--- src/hdl/hbridge_motor_ramp_controller_macros.svh ---
// ----------------------------------------------------------------------------
// H-bridge ramp controller assertion macros
// Shared concurrent assertion forms, clocked on i_clk and disabled in reset.
// ----------------------------------------------------------------------------
`ifndef HBRIDGE_MOTOR_RAMP_CONTROLLER_MACROS_SVH
`define HBRIDGE_MOTOR_RAMP_CONTROLLER_MACROS_SVH

// same-cycle implication
`define HMRC_ASSERT_IMPL(name, ante, cons, msg) \
    name: assert property (@(posedge i_clk) disable iff (!i_rst_n) (ante) |-> (cons)) \
        else $error(msg);

// next-cycle implication
`define HMRC_ASSERT_NEXT(name, ante, cons, msg) \
    name: assert property (@(posedge i_clk) disable iff (!i_rst_n) (ante) |=> (cons)) \
        else $error(msg);

`endif

--- src/hdl/hmrc_pkg.sv ---
// ----------------------------------------------------------------------------
// H-bridge ramp controller package
// Field widths, opcodes, drive modes, control types and duty scaling.
// ----------------------------------------------------------------------------
package hmrc_pkg;

    localparam int OPCODE_W   = 3;
    localparam int PCT_W      = 7;
    localparam int SECS_W     = 6;
    localparam int DUTY_W     = 8;
    localparam int INTERVAL_W = 15;
    localparam int COUNT_W    = 16;
    localparam int DIVIDEND_W = 16;
    localparam int APB_AW     = 3;
    localparam int APB_DW     = 32;

    localparam logic [OPCODE_W-1:0] OP_TICK       = 3'd0;
    localparam logic [OPCODE_W-1:0] OP_COAST      = 3'd1;
    localparam logic [OPCODE_W-1:0] OP_BRAKE      = 3'd2;
    localparam logic [OPCODE_W-1:0] OP_STORE      = 3'd3;
    localparam logic [OPCODE_W-1:0] OP_RUN_STORED = 3'd4;
    localparam logic [OPCODE_W-1:0] OP_RUN_GIVEN  = 3'd5;
    localparam logic [OPCODE_W-1:0] OP_JOG        = 3'd6;
    localparam logic [OPCODE_W-1:0] OP_RAMP       = 3'd7;

    localparam logic             KIND_UP       = 1'b0;
    localparam logic [COUNT_W-1:0]    JOG_RESET     = 16'd5000;
    localparam logic [COUNT_W-1:0]    COUNT_MAX     = 16'hFFFF;
    localparam logic [DUTY_W-1:0]     FULL_DUTY     = 8'd255;
    localparam logic [PCT_W-1:0]      FULL_PERCENT  = 7'd100;
    localparam logic [DIVIDEND_W-1:0] MS_PER_SECOND = 16'd1000;
    localparam logic [INTERVAL_W-1:0] INTERVAL_MAX  = 15'h7FFF;

    // 255 * ceil(2^19 / 100): floor(p*255/100) == (p * DUTY_RECIP) >> 19 for p <= 100
    localparam int unsigned DUTY_RECIP = 1336965;
    localparam int          DUTY_SHIFT = 19;
    localparam int          PROD_W     = 28;

    typedef enum logic [2:0] {
        MODE_COAST = 3'd0,
        MODE_BRAKE = 3'd1,
        MODE_RUN   = 3'd2,
        MODE_JOG   = 3'd3,
        MODE_UP    = 3'd4,
        MODE_DOWN  = 3'd5
    } t_mode;

    typedef enum logic [2:0] {
        ST_IDLE,
        ST_EXEC,
        ST_DIV_START,
        ST_DIV_WAIT,
        ST_WRITE
    } t_state;

    typedef struct packed {
        logic latch;
        logic exec;
        logic div_start;
        logic finish;
        logic load_out;
    } t_cmd;

    typedef struct packed {
        logic ramp_op;
        logic div_done;
    } t_sts;

    function automatic logic [DUTY_W-1:0] percent_to_duty(input logic [PCT_W-1:0] p);
        logic [PCT_W-1:0]  ps;
        logic [PROD_W-1:0] prod;
        ps   = (p > FULL_PERCENT) ? FULL_PERCENT : p;
        prod = PROD_W'(ps) * PROD_W'(DUTY_RECIP);
        return prod[DUTY_SHIFT +: DUTY_W];
    endfunction

endpackage

--- src/hdl/hmrc_in_if.sv ---
// ----------------------------------------------------------------------------
// H-bridge ramp controller command channel
// Valid/ready channel carrying one tick or command per beat.
// ----------------------------------------------------------------------------
interface hmrc_in_if import hmrc_pkg::*; ();

    logic                valid;
    logic                ready;
    logic [OPCODE_W-1:0] opcode;
    logic                ramp_kind;
    logic                direction;
    logic [PCT_W-1:0]    speed_percent;
    logic [SECS_W-1:0]   ramp_seconds;

    modport source (
        output valid, opcode, ramp_kind, direction, speed_percent, ramp_seconds,
        input  ready
    );

    modport sink (
        input  valid, opcode, ramp_kind, direction, speed_percent, ramp_seconds,
        output ready
    );

endinterface

--- src/hdl/hmrc_out_if.sv ---
// ----------------------------------------------------------------------------
// H-bridge ramp controller result channel
// Valid/ready channel carrying the bridge duties and busy flag per beat.
// ----------------------------------------------------------------------------
interface hmrc_out_if import hmrc_pkg::*; ();

    logic              valid;
    logic              ready;
    logic [DUTY_W-1:0] pin_a_duty;
    logic [DUTY_W-1:0] pin_b_duty;
    logic              busy_res;

    modport source (
        output valid, pin_a_duty, pin_b_duty, busy_res,
        input  ready
    );

    modport sink (
        input  valid, pin_a_duty, pin_b_duty, busy_res,
        output ready
    );

endinterface

--- src/hdl/hmrc_div.sv ---
// ----------------------------------------------------------------------------
// H-bridge ramp controller divider
// Restoring radix-2 divider, one quotient bit per cycle, done pulse at end.
// ----------------------------------------------------------------------------
module hmrc_div import hmrc_pkg::*; (
    input  logic                  i_clk,
    input  logic                  i_rst_n,
    input  logic                  i_start,
    input  logic [DIVIDEND_W-1:0] i_dividend,
    input  logic [DUTY_W-1:0]     i_divisor,
    output logic [DIVIDEND_W-1:0] o_quotient,
    output logic                  o_done
);

    localparam int CNT_W = $clog2(DIVIDEND_W + 1);

    logic [CNT_W-1:0]      r_cnt;
    logic                  r_done;
    logic [DUTY_W-1:0]     r_rem;
    logic [DUTY_W-1:0]     r_divisor;
    logic [DIVIDEND_W-1:0] r_quo;

    logic [DUTY_W:0]       w_part;
    logic [DUTY_W:0]       w_diff;
    logic                  w_fit;

    assign w_part = {r_rem, r_quo[DIVIDEND_W-1]};
    assign w_fit  = (w_part >= {1'b0, r_divisor});
    assign w_diff = w_part - {1'b0, r_divisor};

    always_ff @(posedge i_clk) begin
        if (!i_rst_n) begin
            r_cnt  <= '0;
            r_done <= 1'b0;
        end else begin
            r_done <= 1'b0;
            if (i_start) begin
                r_cnt <= CNT_W'(DIVIDEND_W);
            end else if (r_cnt != '0) begin
                r_cnt <= r_cnt - 1'b1;
                if (r_cnt == CNT_W'(1)) begin
                    r_done <= 1'b1;
                end
            end
        end
    end

    always_ff @(posedge i_clk) begin
        if (i_start) begin
            r_rem     <= '0;
            r_quo     <= i_dividend;
            r_divisor <= i_divisor;
        end else if (r_cnt != '0) begin
            r_rem <= w_fit ? w_diff[DUTY_W-1:0] : w_part[DUTY_W-1:0];
            r_quo <= {r_quo[DIVIDEND_W-2:0], w_fit};
        end
    end

    assign o_quotient = r_quo;
    assign o_done     = r_done;

endmodule

--- src/hdl/hmrc_ctrl.sv ---
// ----------------------------------------------------------------------------
// H-bridge ramp controller sequencer
// Accepts a beat, steps the datapath through execute, divide and write-back.
// ----------------------------------------------------------------------------
`include "hbridge_motor_ramp_controller_macros.svh"

module hmrc_ctrl import hmrc_pkg::*; (
    input  logic i_clk,
    input  logic i_rst_n,
    input  logic i_in_valid,
    output logic o_in_ready,
    output logic o_out_valid,
    input  logic i_out_ready,
    input  t_sts i_sts,
    output t_cmd o_cmd
);

    t_state r_state;
    t_state n_state;
    logic   r_out_valid;
    logic   w_out_free;

    assign w_out_free = !r_out_valid || i_out_ready;

    always_comb begin
        n_state = r_state;
        unique case (r_state)
            ST_IDLE: begin
                if (i_in_valid) n_state = ST_EXEC;
            end
            ST_EXEC: begin
                n_state = i_sts.ramp_op ? ST_DIV_START : ST_WRITE;
            end
            ST_DIV_START: begin
                n_state = ST_DIV_WAIT;
            end
            ST_DIV_WAIT: begin
                if (i_sts.div_done) n_state = ST_WRITE;
            end
            ST_WRITE: begin
                if (w_out_free) n_state = ST_IDLE;
            end
            default: begin
                n_state = ST_IDLE;
            end
        endcase
    end

    always_comb begin
        o_cmd      = '0;
        o_in_ready = 1'b0;
        unique case (r_state)
            ST_IDLE: begin
                o_in_ready  = 1'b1;
                o_cmd.latch = i_in_valid;
            end
            ST_EXEC: begin
                o_cmd.exec = 1'b1;
            end
            ST_DIV_START: begin
                o_cmd.div_start = 1'b1;
            end
            ST_DIV_WAIT: begin
                o_cmd.finish = i_sts.div_done;
            end
            ST_WRITE: begin
                o_cmd.load_out = w_out_free;
            end
            default: begin
                o_cmd = '0;
            end
        endcase
    end

    always_ff @(posedge i_clk) begin
        if (!i_rst_n) begin
            r_state     <= ST_IDLE;
            r_out_valid <= 1'b0;
        end else begin
            r_state <= n_state;
            if (o_cmd.load_out) begin
                r_out_valid <= 1'b1;
            end else if (i_out_ready) begin
                r_out_valid <= 1'b0;
            end
        end
    end

    assign o_out_valid = r_out_valid;

    `HMRC_ASSERT_IMPL(a_done_in_wait, i_sts.div_done, r_state == ST_DIV_WAIT, "divider done outside wait")
    `HMRC_ASSERT_IMPL(a_no_overwrite, o_cmd.load_out, !r_out_valid || i_out_ready, "result overwritten")
    `HMRC_ASSERT_NEXT(a_accept_exec, i_in_valid && o_in_ready, r_state == ST_EXEC, "accept not executed")
    `HMRC_ASSERT_IMPL(a_start_after_exec, r_state == ST_DIV_START, $past(r_state) == ST_EXEC, "stray divide")

endmodule

--- src/hdl/hmrc_dp.sv ---
// ----------------------------------------------------------------------------
// H-bridge ramp controller datapath
// Drive state, jog and ramp counters, ramp interval divide and result register.
// ----------------------------------------------------------------------------
module hmrc_dp import hmrc_pkg::*; (
    input  logic                i_clk,
    input  logic                i_rst_n,
    input  t_cmd                i_cmd,
    output t_sts                o_sts,
    input  logic [OPCODE_W-1:0] i_opcode,
    input  logic                i_ramp_kind,
    input  logic                i_direction,
    input  logic [PCT_W-1:0]    i_speed_percent,
    input  logic [SECS_W-1:0]   i_ramp_seconds,
    input  logic                i_cfg_we,
    input  logic [COUNT_W-1:0]  i_cfg_data,
    output logic [COUNT_W-1:0]  o_jog_ticks,
    output logic [DUTY_W-1:0]   o_pin_a_duty,
    output logic [DUTY_W-1:0]   o_pin_b_duty,
    output logic                o_busy_res
);

    logic [OPCODE_W-1:0]   r_op;
    logic                  r_kind;
    logic                  r_dir_in;
    logic [DUTY_W-1:0]     r_pct_duty;
    logic [DIVIDEND_W-1:0] r_secs_ms;

    logic [COUNT_W-1:0]    r_jog_ticks;
    logic                  r_drive_dir, n_drive_dir;
    logic [DUTY_W-1:0]     r_cur_duty, n_cur_duty;
    logic [DUTY_W-1:0]     r_stored_duty, n_stored_duty;
    t_mode                 r_mode, n_mode;
    logic [INTERVAL_W-1:0] r_step, n_step;
    logic [COUNT_W-1:0]    r_tick, n_tick;

    logic [DUTY_W-1:0]     r_pin_a, r_pin_b;
    logic                  r_busy;

    logic [DIVIDEND_W-1:0] w_quo;
    logic                  w_div_done;
    logic [INTERVAL_W-1:0] w_interval;
    logic [COUNT_W-1:0]    w_cnt_inc;
    logic [DUTY_W-1:0]     w_duty_up;
    logic [DUTY_W-1:0]     w_duty_dn;
    logic                  w_ramping;
    logic [DUTY_W-1:0]     w_pin_a, w_pin_b;
    logic                  w_busy;

    hmrc_div u_div (
        .i_clk      (i_clk),
        .i_rst_n    (i_rst_n),
        .i_start    (i_cmd.div_start),
        .i_dividend (r_secs_ms),
        .i_divisor  (r_stored_duty),
        .o_quotient (w_quo),
        .o_done     (w_div_done)
    );

    assign o_sts.ramp_op  = (r_op == OP_RAMP);
    assign o_sts.div_done = w_div_done;

    assign w_interval = (r_stored_duty == '0) ? '0 :
                        (w_quo > DIVIDEND_W'(INTERVAL_MAX)) ? INTERVAL_MAX :
                        w_quo[INTERVAL_W-1:0];
    assign w_cnt_inc  = (r_tick == COUNT_MAX) ? r_tick : r_tick + 1'b1;
    assign w_duty_up  = (r_cur_duty == FULL_DUTY) ? r_cur_duty : r_cur_duty + 1'b1;
    assign w_duty_dn  = (r_cur_duty == '0) ? r_cur_duty : r_cur_duty - 1'b1;
    assign w_ramping  = (r_mode == MODE_UP) || (r_mode == MODE_DOWN);

    always_comb begin
        n_drive_dir   = r_drive_dir;
        n_cur_duty    = r_cur_duty;
        n_stored_duty = r_stored_duty;
        n_mode        = r_mode;
        n_step        = r_step;
        n_tick        = r_tick;
        if (i_cmd.exec) begin
            unique case (r_op)
                OP_TICK: begin
                    if (r_mode == MODE_JOG) begin
                        n_tick = w_cnt_inc;
                        if (w_cnt_inc >= r_jog_ticks) begin
                            n_mode     = MODE_COAST;
                            n_cur_duty = '0;
                            n_tick     = '0;
                        end
                    end else if (w_ramping) begin
                        n_tick = w_cnt_inc;
                        if (w_cnt_inc >= COUNT_W'(r_step)) begin
                            n_tick = '0;
                            if (r_mode == MODE_UP) begin
                                n_cur_duty = w_duty_up;
                                if (w_duty_up >= r_stored_duty) n_mode = MODE_RUN;
                            end else begin
                                n_cur_duty = w_duty_dn;
                                if (w_duty_dn == '0) n_mode = MODE_COAST;
                            end
                        end
                    end
                end
                OP_COAST: begin
                    n_mode     = MODE_COAST;
                    n_cur_duty = '0;
                    n_tick     = '0;
                end
                OP_BRAKE: begin
                    n_mode     = MODE_BRAKE;
                    n_cur_duty = '0;
                    n_tick     = '0;
                end
                OP_STORE: begin
                    n_stored_duty = r_pct_duty;
                    if ((r_mode == MODE_JOG) || w_ramping) begin
                        n_mode = MODE_RUN;
                        n_tick = '0;
                    end
                end
                OP_RUN_STORED, OP_RUN_GIVEN: begin
                    n_cur_duty  = (r_op == OP_RUN_STORED) ? r_stored_duty : r_pct_duty;
                    n_drive_dir = r_dir_in;
                    n_mode      = MODE_RUN;
                    n_tick      = '0;
                end
                OP_JOG: begin
                    n_cur_duty  = r_pct_duty;
                    n_drive_dir = r_dir_in;
                    n_mode      = MODE_JOG;
                    n_tick      = '0;
                end
                OP_RAMP: begin
                    n_tick = '0;
                    if (r_kind == KIND_UP) begin
                        n_stored_duty = r_pct_duty;
                        n_drive_dir   = r_dir_in;
                    end
                end
                default: begin
                    n_tick = r_tick;
                end
            endcase
        end else if (i_cmd.finish) begin
            n_step = w_interval;
            if (r_kind == KIND_UP) begin
                if (w_interval == '0) begin
                    n_cur_duty = r_stored_duty;
                    n_mode     = MODE_RUN;
                end else begin
                    n_cur_duty = '0;
                    n_mode     = MODE_UP;
                end
            end else begin
                if (w_interval == '0) begin
                    n_cur_duty = '0;
                    n_mode     = MODE_COAST;
                    n_tick     = '0;
                end else begin
                    n_cur_duty = r_stored_duty;
                    n_mode     = MODE_DOWN;
                end
            end
        end
    end

    always_comb begin
        w_pin_a = '0;
        w_pin_b = '0;
        w_busy  = 1'b0;
        unique case (r_mode)
            MODE_COAST: begin
                w_busy = 1'b0;
            end
            MODE_BRAKE: begin
                w_pin_a = FULL_DUTY;
                w_pin_b = FULL_DUTY;
            end
            MODE_RUN, MODE_JOG, MODE_UP, MODE_DOWN: begin
                if (r_drive_dir) w_pin_a = r_cur_duty;
                else             w_pin_b = r_cur_duty;
                w_busy = (r_mode != MODE_RUN);
            end
            default: begin
                w_busy = 1'b0;
            end
        endcase
    end

    always_ff @(posedge i_clk) begin
        if (!i_rst_n) begin
            r_jog_ticks   <= JOG_RESET;
            r_drive_dir   <= 1'b0;
            r_cur_duty    <= '0;
            r_stored_duty <= '0;
            r_mode        <= MODE_COAST;
            r_step        <= '0;
            r_tick        <= '0;
        end else begin
            if (i_cfg_we) r_jog_ticks <= i_cfg_data;
            r_drive_dir   <= n_drive_dir;
            r_cur_duty    <= n_cur_duty;
            r_stored_duty <= n_stored_duty;
            r_mode        <= n_mode;
            r_step        <= n_step;
            r_tick        <= n_tick;
        end
    end

    always_ff @(posedge i_clk) begin
        if (i_cmd.latch) begin
            r_op       <= i_opcode;
            r_kind     <= i_ramp_kind;
            r_dir_in   <= i_direction;
            r_pct_duty <= percent_to_duty(i_speed_percent);
            r_secs_ms  <= DIVIDEND_W'(i_ramp_seconds) * MS_PER_SECOND;
        end
        if (i_cmd.load_out) begin
            r_pin_a <= w_pin_a;
            r_pin_b <= w_pin_b;
            r_busy  <= w_busy;
        end
    end

    assign o_jog_ticks  = r_jog_ticks;
    assign o_pin_a_duty = r_pin_a;
    assign o_pin_b_duty = r_pin_b;
    assign o_busy_res   = r_busy;

endmodule

--- src/hdl/hbridge_motor_ramp_controller.sv ---
// ----------------------------------------------------------------------------
// H-bridge motor ramp controller
// Drives the two PWM duties of an H-bridge from 1 ms ticks and commands.
//
// i_in carries one beat per tick or command; o_out returns exactly one beat
// per accepted input: pin A duty, pin B duty and the busy flag.
// Ticks and non-ramp commands pass through execute and write-back from accept
// to result; a soft start or smooth stop also passes through divide start and
// divide wait, where the restoring divider works out the ramp step interval.
// Input is taken only when the sequencer is idle, so a beat has left
// write-back before the next one is accepted.
// The result register holds its beat while o_out.ready is low; the next beat
// is accepted and worked on meanwhile and waits in write-back for the slot.
// The APB port holds jog_ticks where paddr[2] is 0; writes are taken in the
// access cycle, pready is always high.
// Synchronous active-low reset returns the drive to coast, clears stored
// speed and counters and sets jog_ticks to 5000.
// ----------------------------------------------------------------------------
module hbridge_motor_ramp_controller import hmrc_pkg::*; (
    input  logic              i_clk,
    input  logic              i_rst_n,
    hmrc_in_if.sink           i_in,
    hmrc_out_if.source        o_out,
    input  logic              psel,
    input  logic              penable,
    input  logic              pwrite,
    input  logic [APB_AW-1:0] paddr,
    input  logic [APB_DW-1:0] pwdata,
    output logic [APB_DW-1:0] prdata,
    output logic              pready
);

    t_cmd               w_cmd;
    t_sts               w_sts;
    logic               w_cfg_we;
    logic [COUNT_W-1:0] w_jog_ticks;

    assign pready   = 1'b1;
    assign w_cfg_we = psel && penable && pwrite && !paddr[2];
    assign prdata   = paddr[2] ? '0 : APB_DW'(w_jog_ticks);

    hmrc_ctrl u_ctrl (
        .i_clk       (i_clk),
        .i_rst_n     (i_rst_n),
        .i_in_valid  (i_in.valid),
        .o_in_ready  (i_in.ready),
        .o_out_valid (o_out.valid),
        .i_out_ready (o_out.ready),
        .i_sts       (w_sts),
        .o_cmd       (w_cmd)
    );

    hmrc_dp u_dp (
        .i_clk           (i_clk),
        .i_rst_n         (i_rst_n),
        .i_cmd           (w_cmd),
        .o_sts           (w_sts),
        .i_opcode        (i_in.opcode),
        .i_ramp_kind     (i_in.ramp_kind),
        .i_direction     (i_in.direction),
        .i_speed_percent (i_in.speed_percent),
        .i_ramp_seconds  (i_in.ramp_seconds),
        .i_cfg_we        (w_cfg_we),
        .i_cfg_data      (pwdata[COUNT_W-1:0]),
        .o_jog_ticks     (w_jog_ticks),
        .o_pin_a_duty    (o_out.pin_a_duty),
        .o_pin_b_duty    (o_out.pin_b_duty),
        .o_busy_res      (o_out.busy_res)
    );

endmodule
--- src/flat_wrapper.sv ---
// flat-port wrapper written by rule: the top's interface ports become plain ports
module hbridge_motor_ramp_controller_flat import hmrc_pkg::*;
  (i_clk, i_rst_n, psel, penable, pwrite, paddr, pwdata, prdata, pready, i_in_valid, i_in_opcode, i_in_ramp_kind, i_in_direction, i_in_speed_percent, i_in_ramp_seconds, i_in_ready, o_out_valid, o_out_pin_a_duty, o_out_pin_b_duty, o_out_busy_res, o_out_ready);
  hmrc_in_if i_in_i ();
  hmrc_out_if o_out_i ();
  input  logic i_clk;
  input  logic i_rst_n;
  input  logic psel;
  input  logic penable;
  input  logic pwrite;
  input  logic [APB_AW-1:0] paddr;
  input  logic [APB_DW-1:0] pwdata;
  output logic [APB_DW-1:0] prdata;
  output logic pready;
  input wire logic [$bits(i_in_i.valid)-1:0] i_in_valid;
  input wire logic [$bits(i_in_i.opcode)-1:0] i_in_opcode;
  input wire logic [$bits(i_in_i.ramp_kind)-1:0] i_in_ramp_kind;
  input wire logic [$bits(i_in_i.direction)-1:0] i_in_direction;
  input wire logic [$bits(i_in_i.speed_percent)-1:0] i_in_speed_percent;
  input wire logic [$bits(i_in_i.ramp_seconds)-1:0] i_in_ramp_seconds;
  output wire logic [$bits(i_in_i.ready)-1:0] i_in_ready;
  output wire logic [$bits(o_out_i.valid)-1:0] o_out_valid;
  output wire logic [$bits(o_out_i.pin_a_duty)-1:0] o_out_pin_a_duty;
  output wire logic [$bits(o_out_i.pin_b_duty)-1:0] o_out_pin_b_duty;
  output wire logic [$bits(o_out_i.busy_res)-1:0] o_out_busy_res;
  input wire logic [$bits(o_out_i.ready)-1:0] o_out_ready;
  assign i_in_i.valid = i_in_valid;
  assign i_in_i.opcode = i_in_opcode;
  assign i_in_i.ramp_kind = i_in_ramp_kind;
  assign i_in_i.direction = i_in_direction;
  assign i_in_i.speed_percent = i_in_speed_percent;
  assign i_in_i.ramp_seconds = i_in_ramp_seconds;
  assign i_in_ready = i_in_i.ready;
  assign o_out_valid = o_out_i.valid;
  assign o_out_pin_a_duty = o_out_i.pin_a_duty;
  assign o_out_pin_b_duty = o_out_i.pin_b_duty;
  assign o_out_busy_res = o_out_i.busy_res;
  assign o_out_i.ready = o_out_ready;
  hbridge_motor_ramp_controller u_core (.i_clk(i_clk), .i_rst_n(i_rst_n), .i_in(i_in_i), .o_out(o_out_i), .psel(psel), .penable(penable), .pwrite(pwrite), .paddr(paddr), .pwdata(pwdata), .prdata(prdata), .pready(pready));
endmodule
--- config.mk ---
export PLATFORM = sky130hd
export DESIGN_NAME = hbridge_motor_ramp_controller_flat
export DESIGN_NICKNAME = d
export VERILOG_FILES = /design/src/hdl/hmrc_pkg.sv /design/src/hdl/hmrc_in_if.sv /design/src/hdl/hmrc_out_if.sv /design/src/hdl/hmrc_div.sv /design/src/hdl/hmrc_ctrl.sv /design/src/hdl/hmrc_dp.sv /design/src/hdl/hbridge_motor_ramp_controller.sv /design/src/flat_wrapper.sv
export VERILOG_INCLUDE_DIRS = /design/src /design/src/hdl
export SDC_FILE = /design/constraint.sdc
export NUM_CORES = 1
export LEC_CHECK = 0
export ABC_CLOCK_PERIOD_IN_PS = 4600
export BUFFER_PORTS_ARGS = -buffer_cell sky130_fd_sc_hd__buf_2
export CAP_MARGIN = 25
export CORE_UTILIZATION = 35
export CTS_BUF_LIST = sky130_fd_sc_hd__clkbuf_8
export DETAILED_ROUTE_END_ITERATION = 10
export PLACE_DENSITY_LB_ADDON = 0.2
export SLEW_MARGIN = 10
export SYNTH_ARGS = -nofsm -noshare
export SYNTH_HDL_FRONTEND = slang
export SYNTH_HIERARCHICAL = 1
export SYNTH_SLANG_ARGS = --single-unit
--- constraint.sdc ---
create_clock -name i_clk -period 4.6 [get_ports i_clk]
set_clock_uncertainty 0.15 [all_clocks]
set_input_delay 0.69 -clock i_clk [delete_from_list [all_inputs] [get_ports i_clk]]
set_output_delay 0.69 -clock i_clk [all_outputs]
set_load 0.02 [all_outputs]
==> results of run 1 <==
==> layout by cell type (no fill, tap or decap), types with 10 or more instances in the layout <==
| master | synthesis | routed |
|---|---|---|
| a211oi_1 | 11 | 10 |
| a21o_1 | 22 | 22 |
| a21oi_1 | 72 | 72 |
| a31oi_1 | 16 | 16 |
| and2_1 | 14 | 13 |
| buf_2 | 7 | 76 |
| buf_4 | 20 | 46 |
| clkbuf_8 | 1 | 17 |
| conb_1 | 3 | 20 |
| dfxtp_1 | 85 | 85 |
| edfxtp_1 | 67 | 67 |
| fa_1 | 27 | 27 |
| ha_1 | 128 | 128 |
| inv_1 | 122 | 125 |
| mux2_2 | 16 | 16 |
| mux2i_1 | 26 | 26 |
| nand2_1 | 89 | 87 |
| nand2b_1 | 16 | 16 |
| nand3_1 | 29 | 29 |
| nand4_1 | 11 | 11 |
| nor2_1 | 86 | 86 |
| nor2b_1 | 22 | 22 |
| nor3_1 | 22 | 22 |
| o211ai_1 | 26 | 26 |
| o21ai_0 | 37 | 36 |
| xnor2_1 | 33 | 33 |
| xor2_1 | 11 | 11 |
==> power groups by stage <==
| stage | registers [mW] | clock network, mW | logic (mW) |
|---|---|---|---|
| finish | 1.91 | 0.865 | 1.67 |
| floorplan | 1.83 | 0 | 1.39 |
| global placement | 1.93 | 0 | 1.66 |
| CTS | 1.91 | 0.903 | 1.69 |
| global route | 1.94 | 0.965 | 1.92 |
| detailed placement | 1.94 | 0 | 1.68 |
==> repair_timing <==
item	CTS	global route
buffers inserted	0	0
hold endpoints to repair	0	0
setup endpoints to repair	0	5
gates resized for setup	0	2
==> through the flow <==
step / cell area, um^2 / std cells / hold slack [ps] / setup WS [ps] / utilization (%)
final: 12500 / 1713 / 289 / 267 / 39.5
after global routing: 12500 / 1713 / 241 / 47.7 / 39.5
after CTS: 12500 / 1713 / 249 / 136 / 39.5
after detailed placement: 12200 / 1681 / 296 / -347 / 38.5
after global placement: 12200 / 1681 / 291 / -255 / 38.5
after floorplan: 11300 / 1232 / 282 / 7.65 / -
==> flip-flops by register name, indices dropped and copies added (netlist names), 13 cells and up <==
signal	flops
u_core/u_dp/o_jog_ticks	16
u_core/u_dp/r_tick	16
u_core/u_dp/u_div/o_quotient	16
u_core/u_dp/r_step	15
u_core/u_dp/r_secs_ms	13
==> layout make-up <==
class                           instances  area (um^2)
Clock buffer                           17          234
Sequential cell                       152         3710
Inverter                              122          458
Multi-Input combinational cell        883         6780
Fill cell                            3226        19100
Tap cell                              402          503
Clock inverter                         15         87.6
Timing Repair Buffer                  122          726
==> worst paths after layout <==
path,slack (ps),endpoint,depth (start not counted)
setup / recovery,270,u_core/u_dp/r_pct_duty[4]$_DFFE_PP_,16
hold / removal,290,u_core/u_dp/r_dir_in$_DFFE_PP_,1
setup reg to reg,330,u_core/u_dp/r_tick[3]$_SDFFE_PN0P_,16
hold reg to reg,300,u_core/u_dp/r_step[13]$_SDFFE_PN0P_,2
==> kinds of logic after synthesis <==
logic type	synth area share, %
muxes	3.91
adders and majority gates	19.0
other	0.100
AOI/OAI and AO/OA	16.1
and+or+nand+nor	16.8
xor gates and xnor gates	3.42
buffers and inverters	7.63
DFF	33.0
==> layer usage <==
metal  up-vias  track usage (%)
met5         -                0
met3        23             2.30
met1      4087             22.5
met4         0             3.93
li1       4426                -
met2       158             28.7
==> impl_metrics.env, run 1 <==
export IMPL_gr_total_overflow=0
export IMPL_cts_buffers=17
export IMPL_run_status="finished clean"
export IMPL_yosys_cell_count_top_type="ha_1"
export IMPL_cap_violations=0
export IMPL_ys_warn_count=6
export IMPL_critPathMaxStageDelay_ps=460
export IMPL_diodes=0
export IMPL_top_layer="met4"
export IMPL_fp_coreArea_um2=31600
export IMPL_pwr_share_comb_pct=37.6
export IMPL_period_share_pct=94.2
export IMPL_powerDensity_nw_per_um2=356
export IMPL_min_from="i_in_direction"
export IMPL_die_h_um=181
export IMPL_crit_required_ps=4640
export IMPL_die_x_um=181
export IMPL_io_pins=112
export IMPL_vias=8694
export IMPL_final_max_slew_violation_count=0
export IMPL_wl_met1_um=13200
export IMPL_io_buffers=76
export IMPL_cts_tree="built"
export IMPL_synth_top_area_share_pct=17.9
export IMPL_crit_chain="buf_2 > buf_4 > nor2_1 > o21bai_1 > ha_1 > ha_1 > nand2b_1 > fa_1 > fa_1 > ha_1 > a2111oi_0 > o21a_1 > o211ai_1 > a31oi_1 > nor2b_1 > o32a_1"
export IMPL_start_util_pct=35.6
export IMPL_critical_path_class="input port to flop"
export IMPL_wl_per_cell_um=15.7
export IMPL_fmax_mhz=231
export IMPL_critPathMaxFanout=6
export IMPL_tightest_slew_ps=994
export IMPL_rsz0062_at_grt="false"
export IMPL_synthTopCellsByCount="ha_1, inv_1, nand2_1, nor2_1, dfxtp_1"
export IMPL_netlist_area_um2=11300
export IMPL_critPathLaunch="i_in_speed_percent[3]"
export IMPL_synthDistinctLibCells=91
export IMPL_maxSlewHeadroom_pct=33.7
export IMPL_p_leak_nw=5.47
export IMPL_drt_iter0_markers=493
export IMPL_syn_to_final_growth_pct=11.0
export IMPL_grt_pass1_wl_um=44500
export IMPL_crit_top_cell="ha_1"
export IMPL_internal_power_mw=2.80
export IMPL_ctsHoldBuffers=0
export IMPL_clk_pin_slew_worst_paths_ps=80
export IMPL_via_per_inst=5.08
export IMPL_worst_path_buf_inv=2
export IMPL_cts_buffer_depth=2
export IMPL_slowest_stage="a2111oi_0"
export IMPL_crit_path_end_kind="flop"
export IMPL_syn_inst=1215
export IMPL_nets=1513
export IMPL_yosys_area_top_type="edfxtp_1"
export IMPL_grt_max_degree=43
export IMPL_cp_top_family="compound AO/OA/AOI/OAI gates"
export IMPL_place_gp_congestion=0.828
export IMPL_postSynthAreaPerCell_um2=9.27
export IMPL_clk_latency_ps=450
export IMPL_grt_pass1_vias=8582
export IMPL_drt_pass1_iter_count=4
export IMPL_fin_setup_tns_ps=0
export IMPL_finalHoldViolations=0
export IMPL_synth_edf_count=67
export IMPL_synth_seq_area_share_pct=33.0
export IMPL_switchingPower_mw=1.65
export IMPL_power_total_mw=4.45
export IMPL_synth_seq_cells=152
export IMPL_drive_above_1_share_pct=16.0
export IMPL_arrival_ps=4370
export IMPL_dieArea_um2=32900
export IMPL_async_reset_ff_share_pct=0
export IMPL_ir_worst_vdd_mv=0.159
export IMPL_dr_wl_met3_um=746
export IMPL_switching_share_pct=37.1
export IMPL_pwr_share_clk_pct=19.4
export IMPL_drtAntennaViolNets=0
export IMPL_min_period_ps=4330
export IMPL_hp_class="input port to flop"
export IMPL_htreeDepth=4
export IMPL_synth_top_flop_cell="dfxtp_1"
export IMPL_hpwl_um=21100
export IMPL_clock_sinks=152
export IMPL_met2_length_um=12700
export IMPL_rows=65
export IMPL_setup_viol=0
export IMPL_setup_worst_path_start_class="input port"
export IMPL_r2r_start="u_core/u_dp/r_tick[0]$_SDFFE_PN0P_"
export IMPL_routed_wl_um=26900
export IMPL_antenna_found_initial=0
export IMPL_cts_root_buf="clkbuf_8"
export IMPL_grt_util_all_layers_pct=16.9
export IMPL_ys_top_cells_by_area="edfxtp_1, dfxtp_1, ha_1"
export IMPL_drc=0
export IMPL_seqPwrFrac_pct=43.0
No activity file was read; power rests on OpenSTA's default activity.
==> inputs of run 2 (changes only) <==
--- a/config.mk
+++ b/config.mk
@@ -6,7 +6,7 @@
 export SDC_FILE = /design/constraint.sdc
 export NUM_CORES = 1
 export LEC_CHECK = 0
-export ABC_CLOCK_PERIOD_IN_PS = 4600
+export ABC_CLOCK_PERIOD_IN_PS = 5200
 export BUFFER_PORTS_ARGS = -buffer_cell sky130_fd_sc_hd__buf_2
 export CAP_MARGIN = 25
 export CORE_UTILIZATION = 35
==> constraint.sdc (replaced) <==
create_clock -name i_clk -period 5.2 [get_ports i_clk]
set_clock_uncertainty 0.15 [all_clocks]
set_input_delay 0.78 -clock i_clk [delete_from_list [all_inputs] [get_ports i_clk]]
set_output_delay 0.78 -clock i_clk [all_outputs]
set_load 0.02 [all_outputs]
==> run 2 against run 1 <==
  * Register-to-register slack improved by 260 ps
  * Via count did not move
  * Design area shrank 1.1%
  * Clock-buffer cell count increased by 3
  * Non-clock buffer count is 33 lower
  * Power down 6.7%
  * Utilization shrank 0.45 points
  * Combinational power shrank 13%
  * Largest power group unchanged
  * Highest routed layer unchanged
==> impl_metrics.env, run 2 (synthesis gave the netlist of run 1 again) <==
export IMPL_cts_root_buf="clkbuf_8"
export IMPL_tightest_slew_ps=980
export IMPL_period_share_pct=88.7
export IMPL_via_per_inst=5.18
export IMPL_cts_setup_buffers=0
export IMPL_arrival_ps=4660
export IMPL_cts_buffers=17
export IMPL_setup_viol=0
export IMPL_drt_pass1_iter_count=5
export IMPL_die_x_um=181
export IMPL_critical_path_class="input port to flop"
export IMPL_syn_to_final_growth_pct=9.79
export IMPL_min_period_ps=4610
export IMPL_run_status="finished clean"
export IMPL_drtAntennaViolNets=0
export IMPL_cap_violations=0
export IMPL_finalHoldViolations=0
export IMPL_powerDensity_nw_per_um2=336
export IMPL_hpwl_um=20500
export IMPL_io_pins=112
export IMPL_slowest_stage="fa_1"
export IMPL_layout_common_cells="ha_1, inv_1, nand2_1"
export IMPL_diodes=0
export IMPL_setup_worst_path_start_class="input port"
export IMPL_clock_sinks=152
export IMPL_post_place_cells=1648
export IMPL_htreeDepth=4
export IMPL_ir_worst_vdd_mv=0.143
export IMPL_critPathMaxFanout=7
export IMPL_drc=0
export IMPL_start_util_pct=35.6
export IMPL_fmax_mhz=217
export IMPL_hp_class="flop to flop"
export IMPL_grt_util_all_layers_pct=16.7
export IMPL_grt_pass1_wl_um=44300
export IMPL_rows=65
export IMPL_die_h_um=181
export IMPL_instances_no_fill=1680
export IMPL_p_leak_nw=5.36
export IMPL_drive_above_1_share_pct=13.9
export IMPL_wl_per_cell_um=15.8
export IMPL_clk_latency_ps=460
export IMPL_final_core_util_pct=39.1
export IMPL_final_max_slew_violation_count=0
export IMPL_crit_path_end_kind="flop"
export IMPL_fin_hold_ws_ps=307
export IMPL_maxSlewHeadroom_pct=34.6
export IMPL_ctsHoldBuffers=0
export IMPL_grt_max_degree=43
export IMPL_antenna_found_initial=0
export IMPL_clk_pin_slew_worst_paths_ps=80
export IMPL_power_total_mw=4.16
export IMPL_fin_setup_tns_ps=0
export IMPL_crit_top_cell="inv_1"
export IMPL_cts_resized=0
export IMPL_nets=1480
export IMPL_gr_total_overflow=0
export IMPL_nFillCells=3211
export IMPL_place_gp_congestion=0.858
export IMPL_rsz0062_at_grt="false"
export IMPL_critPathMaxStageDelay_ps=570
export IMPL_crit_chain="buf_2 > o311ai_0 > nand2_1 > fa_1 > inv_1 > ha_1 > inv_1 > fa_1 > inv_1 > ha_1 > a211oi_1 > o21ai_0 > o211ai_1 > o211ai_1 > a31oi_1 > nor2b_1 > o32a_1"
export IMPL_layout_commonest_cell="ha_1"
export IMPL_vias=8694
export IMPL_cts_buffer_depth=2
export IMPL_routed_wl_um=26600
export IMPL_grt_pass1_vias=8410
export IMPL_cts_tree="built"
export IMPL_drt_iter0_markers=577
export IMPL_fp_coreArea_um2=31600
export IMPL_crit_required_ps=5240
export IMPL_io_buffers=76
export IMPL_dieArea_um2=32900
-- run 2: layer usage --
layer / share of wire [%] / vias to the layer above / global-route usage [%]
met1: 49 / 4130 / 22.9
met5: 0 / - / 0
li1: - / 4368 / -
met4: 1.5 / 0 / 4.68
met2: 46 / 171 / 27.3
met3: 3.0 / 25 / 2.44
-- run 2: cell type report --
| cell class | count | area [um^2] | share of cell area (%) |
|---|---|---|---|
| inverters | 122 | 458 | 3.70 |
| well taps | 402 | 503 | 4.07 |
| multi-input cells | 883 | 6770 | 54.7 |
| clock inverters | 12 | 166 | 1.35 |
| flip-flops and latches | 152 | 3710 | 30.0 |
| repair buffers | 89 | 478 | 3.87 |
| clock buffers | 20 | 275 | 2.23 |
-- run 2: worst max-delay path, delay by kind of cell --
family | cells | cell delay (ps)
AND/OR/NAND/NOR | 2 | 290
buffers and inverters | 4 | 270
adder cells (fa/ha/maj) | 4 | 1650
AO/OA/AOI/OAI | 7 | 1660
-- run 2: through the flow --
stage / setup WS, ps / instance area, um^2
2_1_floorplan: 226 / 11300
3_3_place_gp: 116 / 11900
3_5_place_dp: 82.1 / 11900
4_1_cts: 572 / 12400
5_1_grt: 132 / 12400
6_report: 586 / 12400
-- run 2: path summary, 6_finish.rpt --
path	from	to	slack [ps]	cells after the start
setup reg to reg	u_core/u_dp/r_tick[0]$_SDFFE_PN0P_	u_core/u_dp/r_cur_duty[6]$_SDFFE_PN0P_	590	14
setup / recovery	i_in_speed_percent[3]	u_core/u_dp/r_pct_duty[4]$_DFFE_PP_	590	17
hold / removal	u_core/u_dp/r_step[7]$_SDFFE_PN0P_	u_core/u_dp/r_step[7]$_SDFFE_PN0P_	310	2
hold reg to reg	u_core/u_dp/r_step[7]$_SDFFE_PN0P_	u_core/u_dp/r_step[7]$_SDFFE_PN0P_	310	2
-- run 2: power by group --
part	leakage (nW)	switching [mW]	internal (mW)
Clock	0.221	0.481	0.523
Combinational	3.80	0.839	0.623
Sequential	1.34	0.176	1.51
Total	5.36	1.50	2.66
==> inputs of run 3 (changes only) <==
==> constraint.sdc (replaced) <==
create_clock -name i_clk -period 5.2 [get_ports i_clk]
set_clock_uncertainty 0.15 [all_clocks]
set_input_delay 1.3 -clock i_clk [delete_from_list [all_inputs] [get_ports i_clk]]
set_output_delay 1.3 -clock i_clk [all_outputs]
set_load 0.02 [all_outputs]
==> run 3 against run 2 <==
  * Register-to-register slack is essentially flat
  * Routed wire length grew 0.14%
  * Maximum frequency shrank 6.9%
  * Power shrank 0.98%
  * Flip-flop and latch count is the same
  * Critical endpoint unchanged
==> impl_metrics.env, run 3 (synthesis gave the netlist of run 1 again) <==
export IMPL_clock_sinks=152
export IMPL_final_max_slew_violation_count=0
export IMPL_dieArea_um2=32900
export IMPL_layout_commonest_cell="ha_1"
export IMPL_fmax_mhz=202
export IMPL_dpl_cell_area_um2=12100
export IMPL_rsz0062_at_grt="false"
export IMPL_vias=8736
export IMPL_start_util_pct=35.6
export IMPL_antenna_found_initial=0
export IMPL_crit_path_end_kind="flop"
export IMPL_ctsHoldBuffers=0
export IMPL_clk_pin_slew_worst_paths_ps=90
export IMPL_reg2regPathDepth=15
export IMPL_grt_util_all_layers_pct=16.7
export IMPL_run_status="finished clean"
export IMPL_setup_worst_path_start_class="input port"
export IMPL_p_leak_nw=5.44
export IMPL_gr_total_overflow=0
export IMPL_rows=65
export IMPL_clk_latency_ps=460
export IMPL_drt_pass1_iter_count=5
export IMPL_cts_setup_buffers=0
export IMPL_nets=1499
export IMPL_htreeDepth=4
export IMPL_die_x_um=181
export IMPL_cts_buffer_depth=2
export IMPL_finalHoldViolations=0
export IMPL_io_pins=112
export IMPL_io_buffers=76
export IMPL_diodes=0
export IMPL_via_per_inst=5.14
export IMPL_fin_setup_tns_ps=0
export IMPL_place_gp_congestion=0.827
export IMPL_period_share_pct=95.3
export IMPL_cts_resized=0
export IMPL_fin_hold_ws_ps=308
export IMPL_grt_max_degree=43
export IMPL_hp_class="flop to flop"
export IMPL_design_area_um2=12500
export IMPL_critPathMaxFanout=5
export IMPL_cts_buffers=17
export IMPL_setup_viol=0
export IMPL_drtAntennaViolNets=0
export IMPL_syn_to_final_growth_pct=10.9
export IMPL_wl_per_cell_um=15.7
export IMPL_drc=0
export IMPL_cap_violations=0
export IMPL_hold_depth=2
export IMPL_critical_path_class="input port to flop"
export IMPL_crit_required_ps=5260
export IMPL_grt_pass1_wl_um=43900
export IMPL_min_period_ps=4950
export IMPL_drive_above_1_share_pct=15.4
export IMPL_arrival_ps=5010
export IMPL_cts_tree="built"
export IMPL_routed_wl_um=26600
export IMPL_rrSetupSlack_ps=590
export IMPL_drt_iter0_markers=569
export IMPL_powerDensity_nw_per_um2=329
export IMPL_grt_pass1_vias=8482
export IMPL_layout_common_cells="ha_1, inv_1, nand2_1"
export IMPL_cts_root_buf="clkbuf_8"
export IMPL_fp_coreArea_um2=31600
export IMPL_hpwl_um=20600
export IMPL_ir_worst_vdd_mv=0.180
export IMPL_nFillCells=3133
export IMPL_die_h_um=181
export IMPL_maxSlewHeadroom_pct=35.7
export IMPL_tightest_slew_ps=964
==> run 3: changes by cell type in the layout (fill, tap and decap cells not counted), moves of 2 or more <==
cell,change
buf_4,+19
clkbuf_8,-3
nand2_1,-2
clkinv_2,+2
inv_8,-2
==> run 3: area by class of cell <==
type                       instances  area, um^2  share of cell area (%)
clock buffer                      17         234                    1.87
multi-input combinational        883        6780                    54.3
sequential                       152        3710                    29.7
clock inverter                    15         175                    1.40
tap                              402         503                    4.03
inverter                         122         458                    3.67
timing repair buffer             108         621                    4.97
==> run 3: worst paths after layout <==
kind | from | end
max reg2reg | u_core/u_dp/r_tick[0]$_SDFFE_PN0P_ | u_core/u_dp/r_cur_duty[4]$_SDFFE_PN0P_
min reg2reg | u_core/u_dp/r_step[13]$_SDFFE_PN0P_ | u_core/u_dp/r_step[13]$_SDFFE_PN0P_
max | i_in_speed_percent[4] | u_core/u_dp/r_pct_duty[4]$_DFFE_PP_
min | u_core/u_dp/r_step[13]$_SDFFE_PN0P_ | u_core/u_dp/r_step[13]$_SDFFE_PN0P_
==> run 3: per-layer routing <==
layer	share of wire (%)	global-route usage, %
met2	46	27.5
met4	1.7	4.85
met3	3.9	2.56
met5	0	0
met1	49	22.5
==> run 3: per-stage QoR <==
step	utilization (%)	power, mW	cells	worst slack (ps)
after global placement	38.2	3.18	1666	-311
after global routing	39.5	4.44	1699	29.4
after detailed placement	38.2	3.20	1666	-379
after CTS	39.5	4.16	1698	130
after floorplan	-	2.85	1232	15.8
final	39.5	4.11	1699	246
==> run 3: worst max-delay path, cell delays in order <==
cell and delay [ps]:
buf_2 100, buf_4 150, and2_4 150, nand2_2 70, inv_1 50, nor2_1 130, inv_1 80, fa_1 510
inv_1 40, ha_1 260, inv_1 50, fa_1 490, inv_1 50, ha_1 330, a211oi_2 220, o21ai_1 90
o211ai_1 120, o211ai_1 230, a31oi_1 230, nor2b_1 70, o32a_1 290
==> run 3: where the power goes <==
part | switching, mW | leakage (nW) | total [mW] | internal, mW
Sequential | 0.177 | 1.34 | 1.69 | 1.51
Combinational | 0.840 | 3.90 | 1.48 | 0.638
Clock | 0.471 | 0.206 | 0.947 | 0.475
